## src/ktab_pkg.sv

```systemverilog
// ----------------------------------------------------------------------------
// ktab_pkg
// types, codes and constants shared by the keyed table modules
// ----------------------------------------------------------------------------
package ktab_pkg;

   localparam int CAPACITY_DEFAULT = 128;

   localparam int OPCODE_W = 2;
   localparam int DATA_W   = 32;
   localparam int STATUS_W = 2;
   localparam int SLOT_W   = 7;

   // opcodes
   localparam logic [OPCODE_W-1:0] OP_INSERT = 2'd0;
   localparam logic [OPCODE_W-1:0] OP_SEARCH = 2'd1;
   localparam logic [OPCODE_W-1:0] OP_UPDATE = 2'd2;

   // result status codes
   localparam logic [STATUS_W-1:0] ST_OK      = 2'd0;
   localparam logic [STATUS_W-1:0] ST_FULL    = 2'd1;
   localparam logic [STATUS_W-1:0] ST_DUP     = 2'd2;
   localparam logic [STATUS_W-1:0] ST_MISSING = 2'd3;

   typedef enum logic [2:0] {
      S_IDLE,
      S_CHECK,
      S_SCAN,
      S_QREAD,
      S_QUSE,
      S_DONE
   } state_type;

   // which result the datapath builds
   typedef enum logic [2:0] {
      RES_FULL,
      RES_DUP,
      RES_MISS,
      RES_INSERT,
      RES_FOUND,
      RES_UPDATE
   } res_type;

   typedef struct packed {
      logic    accept;
      logic    scan_en;
      logic    res_load;
      res_type res_sel;
      logic    out_load;
   } ctrl_cmd_type;

   typedef struct packed {
      logic [OPCODE_W-1:0] opcode;
      logic                full;
      logic                hit;
      logic                exhausted;
      logic                out_free;
   } dp_status_type;

endpackage

```

## src/ktab_ctrl.sv

```systemverilog
// ----------------------------------------------------------------------------
// ktab_ctrl
// sequencer: accept, scan, quantity access and result hand-off
// ----------------------------------------------------------------------------
module ktab_ctrl (
   input  logic                    clock,
   input  logic                    reset,
   input  logic                    req_valid,
   output logic                    req_ready,
   input  ktab_pkg::dp_status_type status,
   output ktab_pkg::ctrl_cmd_type  cmd
);

   ktab_pkg::state_type state_ff, state_in;

   always_ff @(posedge clock) begin
      if (reset) begin
         state_ff <= ktab_pkg::S_IDLE;
      end else begin
         state_ff <= state_in;
      end
   end

   // next state
   always_comb begin
      state_in = state_ff;
      unique case (state_ff)
         ktab_pkg::S_IDLE: begin
            if (req_valid) state_in = ktab_pkg::S_CHECK;
         end
         ktab_pkg::S_CHECK: begin
            if (status.opcode == ktab_pkg::OP_INSERT && status.full) begin
               state_in = ktab_pkg::S_DONE;
            end else if (status.opcode == ktab_pkg::OP_INSERT ||
                         status.opcode == ktab_pkg::OP_SEARCH ||
                         status.opcode == ktab_pkg::OP_UPDATE) begin
               state_in = ktab_pkg::S_SCAN;
            end else begin
               state_in = ktab_pkg::S_DONE;
            end
         end
         ktab_pkg::S_SCAN: begin
            if (status.hit) begin
               state_in = (status.opcode == ktab_pkg::OP_INSERT) ? ktab_pkg::S_DONE
                                                                 : ktab_pkg::S_QREAD;
            end else if (status.exhausted) begin
               state_in = ktab_pkg::S_DONE;
            end
         end
         ktab_pkg::S_QREAD: state_in = ktab_pkg::S_QUSE;
         ktab_pkg::S_QUSE:  state_in = ktab_pkg::S_DONE;
         ktab_pkg::S_DONE: begin
            if (status.out_free) state_in = ktab_pkg::S_IDLE;
         end
         default: state_in = ktab_pkg::S_IDLE;
      endcase
   end

   // outputs
   always_comb begin
      req_ready    = 1'b0;
      cmd          = '0;
      cmd.res_sel  = ktab_pkg::RES_MISS;
      unique case (state_ff)
         ktab_pkg::S_IDLE: begin
            req_ready  = 1'b1;
            cmd.accept = req_valid;
         end
         ktab_pkg::S_CHECK: begin
            if (status.opcode == ktab_pkg::OP_INSERT && status.full) begin
               cmd.res_load = 1'b1;
               cmd.res_sel  = ktab_pkg::RES_FULL;
            end else if (!(status.opcode == ktab_pkg::OP_INSERT ||
                           status.opcode == ktab_pkg::OP_SEARCH ||
                           status.opcode == ktab_pkg::OP_UPDATE)) begin
               cmd.res_load = 1'b1;
               cmd.res_sel  = ktab_pkg::RES_MISS;
            end
         end
         ktab_pkg::S_SCAN: begin
            cmd.scan_en = 1'b1;
            if (status.hit) begin
               if (status.opcode == ktab_pkg::OP_INSERT) begin
                  cmd.res_load = 1'b1;
                  cmd.res_sel  = ktab_pkg::RES_DUP;
               end
            end else if (status.exhausted) begin
               cmd.res_load = 1'b1;
               cmd.res_sel  = (status.opcode == ktab_pkg::OP_INSERT) ? ktab_pkg::RES_INSERT
                                                                     : ktab_pkg::RES_MISS;
            end
         end
         ktab_pkg::S_QREAD: begin
            cmd.res_load = 1'b0;
         end
         ktab_pkg::S_QUSE: begin
            cmd.res_load = 1'b1;
            cmd.res_sel  = (status.opcode == ktab_pkg::OP_UPDATE) ? ktab_pkg::RES_UPDATE
                                                                  : ktab_pkg::RES_FOUND;
         end
         ktab_pkg::S_DONE: begin
            cmd.out_load = status.out_free;
         end
         default: begin
            req_ready = 1'b0;
         end
      endcase
   end

endmodule

```

## config.mk

```make
export PLATFORM = sky130hd
export DESIGN_NAME = ktab_ctrl
export DESIGN_NICKNAME = d
export VERILOG_FILES = /design/src/ktab_pkg.sv /design/src/ktab_ctrl.sv
export SDC_FILE = /design/constraint.sdc
export NUM_CORES = 1
export LEC_CHECK = 0
export CAP_MARGIN = 15
export CORE_AREA = 2 2 39 41
export DETAILED_ROUTE_END_ITERATION = 7
export DIE_AREA = 0 0 41 43
export DONT_BUFFER_PORTS = 1
export PLACE_DENSITY = 0.38
export SKIP_CTS_REPAIR_TIMING = 1
export SLEW_MARGIN = 25
export SYNTH_ARGS = -nofsm -noshare
export SYNTH_HDL_FRONTEND = slang
export SYNTH_SLANG_ARGS = --single-unit
```

## constraint.sdc

```tcl
create_clock -name clock -period 3.5 [get_ports clock]
set_input_delay 1.05 -clock clock [delete_from_list [all_inputs] [get_ports clock]]
set_output_delay 1.05 -clock clock [all_outputs]
set_load 0.03 [all_outputs]
```

; After elaboration in Yosys (flattened, before gate mapping)
; Index checks and enable logic that the tools add are counted.
[totals]
output_inout_bits = 8
wordCells = 38
inputBits = 9
register_bits = 3
[op_classes]
muxes = 21
n_eq_ne = 10
reduce_logical = 6
[op_table]
columns = operator, n
row1 = $mux 3, 7
row2 = $mux 4, 5
row3 = $pmux 3 s6, 1
row4 = $pmux 3 s3, 1
row5 = $eq 3x2->1 const B, 2
row6 = $eq 3x3->1 const B, 2
row7 = $mux 1, 6
row8 = $ne 2x2->1 const B, 2
row9 = $eq 3x1->1 const B, 1
row10 = $logic_not 3->1, 1
row11 = $ne 3x3->1 const B, 1
row12 = $pmux 1 s3, 1
row13 = $reduce_and 3->1, 1
row14 = $eq 2x1->1 const B, 1
row15 = $eq 2x2->1 const B, 1
row16 = $logic_not 2->1, 1
row17 = $logic_or 1x1->1, 2
row18 = $logic_and 1x1->1, 1

; Longest topological paths before layout
; Gate-level depths: netlist of run 1.
[depth]
word_depth = 6
depth_mapped = 4
depth_no_buf = 3

; Worst setup path before layout of run 1
; OpenSTA, ideal clock, no wires.
[synth_path]
kind = in2out
start = input status[5] in the netlist's numbering
end = output cmd[1] in the netlist's numbering
required_time_ps = 2450
stages = 2
slack_ps = 244
arrival_ps = 2206
path_cell_list = or3_1 -> a211oi_1
[synth_rtl]
columns = item, line
row1 = "start, declared", ktab_ctrl.sv:10  ; input ktab_pkg::dp_status_type status,
row2 = "end, declared", ktab_ctrl.sv:11  ; output ktab_pkg::ctrl_cmd_type cmd

==> results.cfg, run 1 <==
[setup_path]
reg2reg_depth = 3
crit_type = input port to output pin
cp_max_fo = 5
ff2ff_setup_slack_ns = 2.25
startpoint_type = input port
required_ns = 2.45
critPathArrivalTime_ns = 1.93
cp-end-kind = output pin

[yosys]
avgSynthCellArea_um2 = 7.69
yosysUniqueCellTypes = 32
synthCells = 48
async_flop_share = 0
ys_seq_area_frac = 0.163
synth_edf_count = 0
ys_ff_latch = 3
synth.net_count = 57
yosys_warnings = 0
yosys_most_used_dff = dfxtp_1
netlist_area_um2 = 369

[power_and_ir_drop]
peakVddDrop_v = 0.000149
power.leakage_nw = 0.166
power_density_nw_per_um2 = 478

[worst_hold_path]
min_path_cells = 1
hp-class = register to register

[floorplanning]
chipWidth_um = 41
top_level_ports = 17
core_area_um2 = 1380
fp.dieH_um = 43
num_rows = 14
start_util = 0.267
die_area_um2 = 1760

[detailed_routing]
drt_iter0_markers = 4
drtAntennaViolNets = 0
drtPass1Iterations = 3
route.vias.total = 355
wl_um = 808
drc = 0
drt-vias-per-instance = 5.30
avgRoutedWirePerCell_um = 12.1

[finish]
nFillCells = 151
n_antenna_cell = 0
reg_top3 = state_ff (3)
nNetsFinal = 61
largest_reg_flops = 3
top_register = state_ff
final-seq-area_um2 = 60.1
drive_above_1_share = 0.235
fin_area_um2 = 407
area.growth.synth_to_final_pct = 10.2
multi_input_area_um2 = 278
final_cell_mix = nor2_1 (4), nor2b_1 (4), nand2_1 (4)

[timing]
min_period_over_period = 0.852
slew_headroom = 0.573
max_freq_mhz = 335
setup_viol = 0
worst_pin_slew_ns = 0.639
slew_viol_final = 0
fin_setup_tns_ns = 0
min_period_ns = 2.98
grt_setup_unrepaired = no
hold_viol = 0
skew_ns = 0.00197

[placed_design]
place_congestion = 0.632
placed_area_um2 = 380
dpl.hpwl_um = 652
port_buffers = 0

[clock_tree]
clock_sinks = 3
clkTransAtPathRegs_ns = 0.04
htreeDepth = 1
cts_buffers = 3
clk_latency_ns = 0.23
cts_tree = built
clock_path_buffers = 2
cts-root-buf = clkbuf_4

[grt]
grt_pass1_wl_mm = 1.28
antenna_found_initial = 0
grt_overflow_total = 0
grt_max_degree = 15
grt_use_total = 0.107
grt_pass1_vias = 333

[outcome]
status = completed

[run]
cap_violations = 0
==> routing by layer <==
metal,vias up,part of all wire,GRT usage
met5,-,0,0
met4,0,0,0.0600
met3,0,0.084,0.0471
met2,9,0.49,0.156
met1,161,0.42,0.125
li1,185,-,-
==> where the power goes <==
group	leakage, nW	total [mW]	switching, mW	internal (mW)
clock network	0.0150	0.0606	0.0178	0.0427
logic	0.126	0.0793	0.0484	0.0309
registers	0.0247	0.0545	0.0154	0.0391
total	0.166	0.194	0.0817	0.113
==> cell type report <==
| class | instances | share of cell area |
|---|---|---|
| Sequential cell | 3 | 0.148 |
| Timing Repair Buffer | 2 | 0.0369 |
| Clock buffer | 4 | 0.0646 |
| Multi-Input combinational cell | 40 | 0.683 |
| Inverter | 2 | 0.0185 |
| Tap cell | 16 | 0.0492 |
==> cells by family after synthesis <==
kind of cell	count (synthesis)	share of synthesized area
DFF	3	0.163
and+or+nand+nor	24	0.363
buffers and inverters	5	0.0847
AOI/OAI and AO/OA	16	0.390
==> path summary, 6_finish.rpt <==
kind                from     endpoint
max            status[5]       cmd[4]
min          state_ff[2]  state_ff[1]
max reg2reg  state_ff[0]  state_ff[2]
min reg2reg  state_ff[2]  state_ff[1]
==> cells in the mapped netlist (2+ instances only) <==
master    number  area [um2]
o31a_1         2        17.5
nor2b_1        4        25.0
a21oi_1        2        10.0
a211oi_2       2        25.0
nand2_1        4        15.0
nand2b_1       3        18.8
nor2_1         4        15.0
dfxtp_1        3        60.1
==> metrics by stage <==
step | setup WS (ns) | total power [mW] | utilization | hold WS [ns] | instances
final | 0.517 | 0.194 | 0.294 | 0.680 | 67
after global routing | 0.461 | 0.212 | 0.294 | 0.743 | 67
after CTS | 0.511 | 0.198 | 0.294 | 0.685 | 67
after detailed placement | 0.511 | 0.135 | 0.275 | 0.682 | 63
after global placement | 0.510 | 0.136 | 0.275 | 0.681 | 63
after floorplan | 0.244 | 0.126 | - | 0.576 | 48
==> worst max-delay path, cell delays in order <==
cell,delay (ns)
or3b_4,0.41
a211oi_2,0.19
a211o_1,0.29
Power figures use the tool's default switching activity.
==> run 2, diff against run 1 <==
Settings changed: ABC_AREA set to 1, PLACE_DENSITY 0.38 to 0.33.
Clock period 3.5 ns to 2.91 ns, I/O delays scaled along.
==> results.cfg, run 2 <==
[outcome]
status = completed

[clock_tree]
cts-root-buf = clkbuf_4
clock_sinks = 3
clk_latency_ns = 0.23
htreeDepth = 1
clock_path_buffers = 2
cts_tree = built
clkTransAtPathRegs_ns = 0.04
cts_buffers = 3

[detailed_routing]
drtAntennaViolNets = 0
wl_um = 751
drc = 0
route.vias.total = 361
avgRoutedWirePerCell_um = 9.05
drt_iter0_markers = 4
drtPass1Iterations = 2
drt-vias-per-instance = 4.35

[run]
cap_violations = 0

[yosys]
ys_seq_area_frac = 0.195
netlist_area_um2 = 308
synthCells = 60
yosysUniqueCellTypes = 12
synth_top_area_share = 0.244
yosys_most_used_dff = dfxtp_1
synth.net_count = 69
synth_top_area_cell = nand2_1
synth_area_leaders = nand2_1 (24%), dfxtp_1 (20%), inv_1 (15%)
synth_commonest_cells = nand2_1 (20), inv_1 (12), nor2_1 (8)
synth_edf_count = 0
avgSynthCellArea_um2 = 5.13
yosys_warnings = 0
async_flop_share = 0
ys_ff_latch = 3
synth.most_common_cell = nand2_1

[finish]
nNetsFinal = 77
largest_reg_flops = 3
area.growth.synth_to_final_pct = 22.4
drive_above_1_share = 0.134
final_cell_mix = nand2_1 (20), inv_1 (12), nor2_1 (8), nand3_1 (6)
final_cells = 83
n_antenna_cell = 0
top_register = state_ff
final_core_utilization = 0.272
reg_top3 = state_ff (3)
layout_commonest_cell = nand2_1

[power_and_ir_drop]
power.leakage_nw = 0.201
p_comb_frac = 0.511
seqPwrFrac = 0.221
peakVddDrop_v = 0.000193
power.total_uw = 273
sw_frac_of_total = 0.490
p_clk_frac = 0.268
power_density_nw_per_um2 = 725
power_switching_uw = 134
intPower_uw = 139

[grt]
antenna_found_initial = 0
grt_pass1_vias = 345
grt_pass1_wl_mm = 1.28
grt_overflow_total = 0
grt_use_total = 0.105
grt_max_degree = 8

[setup_path]
required_ns = 2.04
critPathTopFamily = simple AND/OR/NAND/NOR gates
worst-path-stages = 6
crit_top_cell = nand2_1
critPathMaxStageDelay_ns = 0.19
reg2reg_depth = 7
path_cells = nor2_1, inv_1, nand2_1, nand2_1, o211ai_1, buf_4
cp-end-kind = output pin
ff2ff_setup_slack_ns = 1.66
startpoint_type = input port
cp_max_fo = 4
crit_buf_inv = 2
crit_type = input port to output pin
slowest_stage = nor2_1
critPathArrivalTime_ns = 1.62

[timing]
worst_pin_slew_ns = 0.668
hold_viol = 0
slew_viol_final = 0
max_freq_mhz = 400
fin_ws_ns = 0.412
grt_setup_unrepaired = no
skew_ns = 0.00180
min_period_over_period = 0.858
setup_viol = 0
slew_headroom = 0.553
min_period_ns = 2.50
fin_setup_tns_ns = 0

[floorplanning]
chipWidth_um = 41
die_area_um2 = 1760
core_area_um2 = 1380
fp.dieH_um = 43
start_util = 0.222
num_rows = 14
top_level_ports = 17

[worst_hold_path]
min_path_cells = 2
hp-class = register to register

[placed_design]
dpl.hpwl_um = 655
place_congestion = 0.716
port_buffers = 0
preCtsSetupSlack_ns = 0.399
dp_cells = 79
run 2: cell types whose count changed after synthesis, moves of 3 or more:
cell and delta:
inv_1 +11, nand2_1 +16, nand2b_1 -3, nand3_1 +5, nor2_1 +4, nor2b_1 -4
o211ai_1 +3
run 2: through the flow:
stage / cell area [um2] / hold slack, ns
2_1_floorplan: 308 / 0.539
3_3_place_gp: 350 / 0.613
3_5_place_dp: 350 / 0.606
4_1_cts: 377 / 0.612
5_1_grt: 377 / 0.653
6_report: 377 / 0.601
run 2: final timing paths:
kind	start	to
max reg2reg	state_ff[2]	state_ff[2]
min	state_ff[2]	state_ff[2]
max	status[5]	cmd[4]
min reg2reg	state_ff[2]	state_ff[2]
run 2: tightest hold or removal path, stage by stage, from the launching register on:
cell and delay, ns:
dfxtp_1 0.37, inv_1 0.12, a21oi_1 0.07
run 2: power by group through the flow:
stage | sequential, mW | clock (mW) | combinational, mW
after CTS | 0.0605 | 0.0761 | 0.143
after global placement | 0.0626 | 0 | 0.142
after global routing | 0.0620 | 0.0830 | 0.157
final | 0.0603 | 0.0731 | 0.139
after detailed placement | 0.0614 | 0 | 0.142
after floorplan | 0.0585 | 0 | 0.116
run 2: layout make-up:
class | instances | area, um2
tap | 16 | 20.0
fill | 178 | 1010
timing repair buffer | 3 | 22.5
multi-input combinational | 44 | 199
sequential | 3 | 60.1
inverter | 13 | 48.8
clock buffer | 4 | 26.3
run 2: logic make-up after synthesis:
kind of cell | count (synthesis) | share of synthesized area
flops | 3 | 0.195
compound gates | 7 | 0.150
simple gates | 37 | 0.496
buf+inv | 13 | 0.159
run 2: layer usage:
metal,up-vias,part of all wire,global-route usage
met3,2,0.045,0.0314
met4,0,0.023,0.0600
met1,152,0.40,0.112
li1,199,-,-
met2,8,0.53,0.172
met5,-,0,0
==> run 3, diff against run 2 <==
Settings changed: CORE_AREA 2 2 39 41 to 3 3 40 42, CTS_BUF_LIST set to sky130_fd_sc_hd__clkbuf_8, DIE_AREA 0 0 41 43 to 0 0 43 45.
==> results.cfg, run 3 (synthesized netlist as in run 2, its figures left out) <==
[detailed_routing]
route.vias.total = 358
drtAntennaViolNets = 0
avgRoutedWirePerCell_um = 9.38
drt_iter0_markers = 7
drt-vias-per-instance = 4.37
drtPass1Iterations = 2
wl_um = 769
drc = 0

[floorplanning]
top_level_ports = 17
start_util = 0.240
die_area_um2 = 1940
fp.dieH_um = 45
chipWidth_um = 43
core_area_um2 = 1280
num_rows = 13

[outcome]
status = completed

[grt]
grt_max_degree = 8
grt_use_total = 0.0889
antenna_found_initial = 0
grt_pass1_wl_mm = 1.32
grt_overflow_total = 0
grt_pass1_vias = 327

[clock_tree]
clk_latency_ns = 0.21
clkTransAtPathRegs_ns = 0.03
cts_buffers = 3
htreeDepth = 1
clock_sinks = 3
cts_tree = built
clock_path_buffers = 2
cts-root-buf = clkbuf_8

[run]
cap_violations = 0

[finish]
largest_reg_flops = 3
n_antenna_cell = 0
top_register = state_ff
layout_commonest_cell = nand2_1
nFillCells = 150
drive_above_1_share = 0.134
reg_top3 = state_ff (3)
area.growth.synth_to_final_pct = 28.0
final_cell_mix = nand2_1 (20), inv_1 (13), nor2_1 (8), nand3_1 (6)
nNetsFinal = 77

[timing]
fin_setup_tns_ns = 0
min_period_over_period = 0.859
min_period_ns = 2.50
grt_setup_unrepaired = no
fin_ws_ns = 0.411
skew_ns = 0.00170
slew_headroom = 0.559
max_freq_mhz = 400
worst_pin_slew_ns = 0.658
hold_viol = 0
slew_viol_final = 0
setup_viol = 0

[setup_path]
cp_max_fo = 4
critPathArrivalTime_ns = 1.63
required_ns = 2.04
cp-end-kind = output pin
startpoint_type = input port
crit_type = input port to output pin

[power_and_ir_drop]
peakVddDrop_v = 0.000332
power_density_nw_per_um2 = 798
power.leakage_nw = 0.213

[placed_design]
port_buffers = 0
dpl.hpwl_um = 666
place_congestion = 0.737
preCtsSetupSlack_ns = 0.405

[worst_hold_path]
hp-class = register to register
## run 3: cell count changes in the layout (fill, tap and decap cells not counted), sizes merged
cell,change
inv,+1
clkbuf,-1
## run 3: final cells by class
| cell class | instances | area (um2) | share of cell area |
|---|---|---|---|
| multi-input cells | 44 | 199 | 0.505 |
| flip-flops and latches | 3 | 60.1 | 0.152 |
| inverters | 13 | 48.8 | 0.124 |
| clock buffers | 3 | 41.3 | 0.105 |
| repair buffers | 3 | 22.5 | 0.0571 |
| well taps | 15 | 18.8 | 0.0476 |
| clock inverters | 1 | 3.75 | 0.00952 |
## run 3: routing by layer
| metal | vias up | GRT usage | wire (um) |
|---|---|---|---|
| li1 | 200 | - | - |
| met1 | 151 | 0.101 | 327 |
| met2 | 7 | 0.153 | 391 |
| met3 | 0 | 0.0438 | 50 |
| met4 | 0 | 0.0181 | 0 |
| met5 | - | 0 | 0 |
## run 3: path summary, 6_finish.rpt
path	cells past startpoint	to	slack, ns	startpoint
worst min-delay path	2	state_ff[2]	0.60	state_ff[2]
worst max register to register	7	state_ff[2]	1.65	state_ff[2]
worst max-delay path	6	cmd[4]	0.41	status[5]
worst min register to register	2	state_ff[2]	0.60	state_ff[2]
## run 3: critical path: stages
cell and delay [ns]:
nor2_1 0.18, inv_1 0.06, nand2_1 0.08, nand2_1 0.07, o211ai_1 0.17, buf_4 0.19
## run 3: through the flow
| stage | power [mW] | cells | util | hold WS [ns] | cell area [um2] |
|---|---|---|---|---|---|
| after floorplan | 0.174 | 60 | - | 0.539 | 308 |
| after global placement | 0.205 | 78 | 0.272 | 0.615 | 349 |
| after detailed placement | 0.202 | 78 | 0.272 | 0.607 | 349 |
| after CTS | 0.320 | 82 | 0.307 | 0.611 | 394 |
| after global routing | 0.343 | 82 | 0.307 | 0.659 | 394 |
| final | 0.315 | 82 | 0.307 | 0.603 | 394 |
## run 3: power by group
group,switching (mW),internal [mW]
logic,0.0996,0.0387
registers,0.0118,0.0492
clock network,0.0257,0.0896
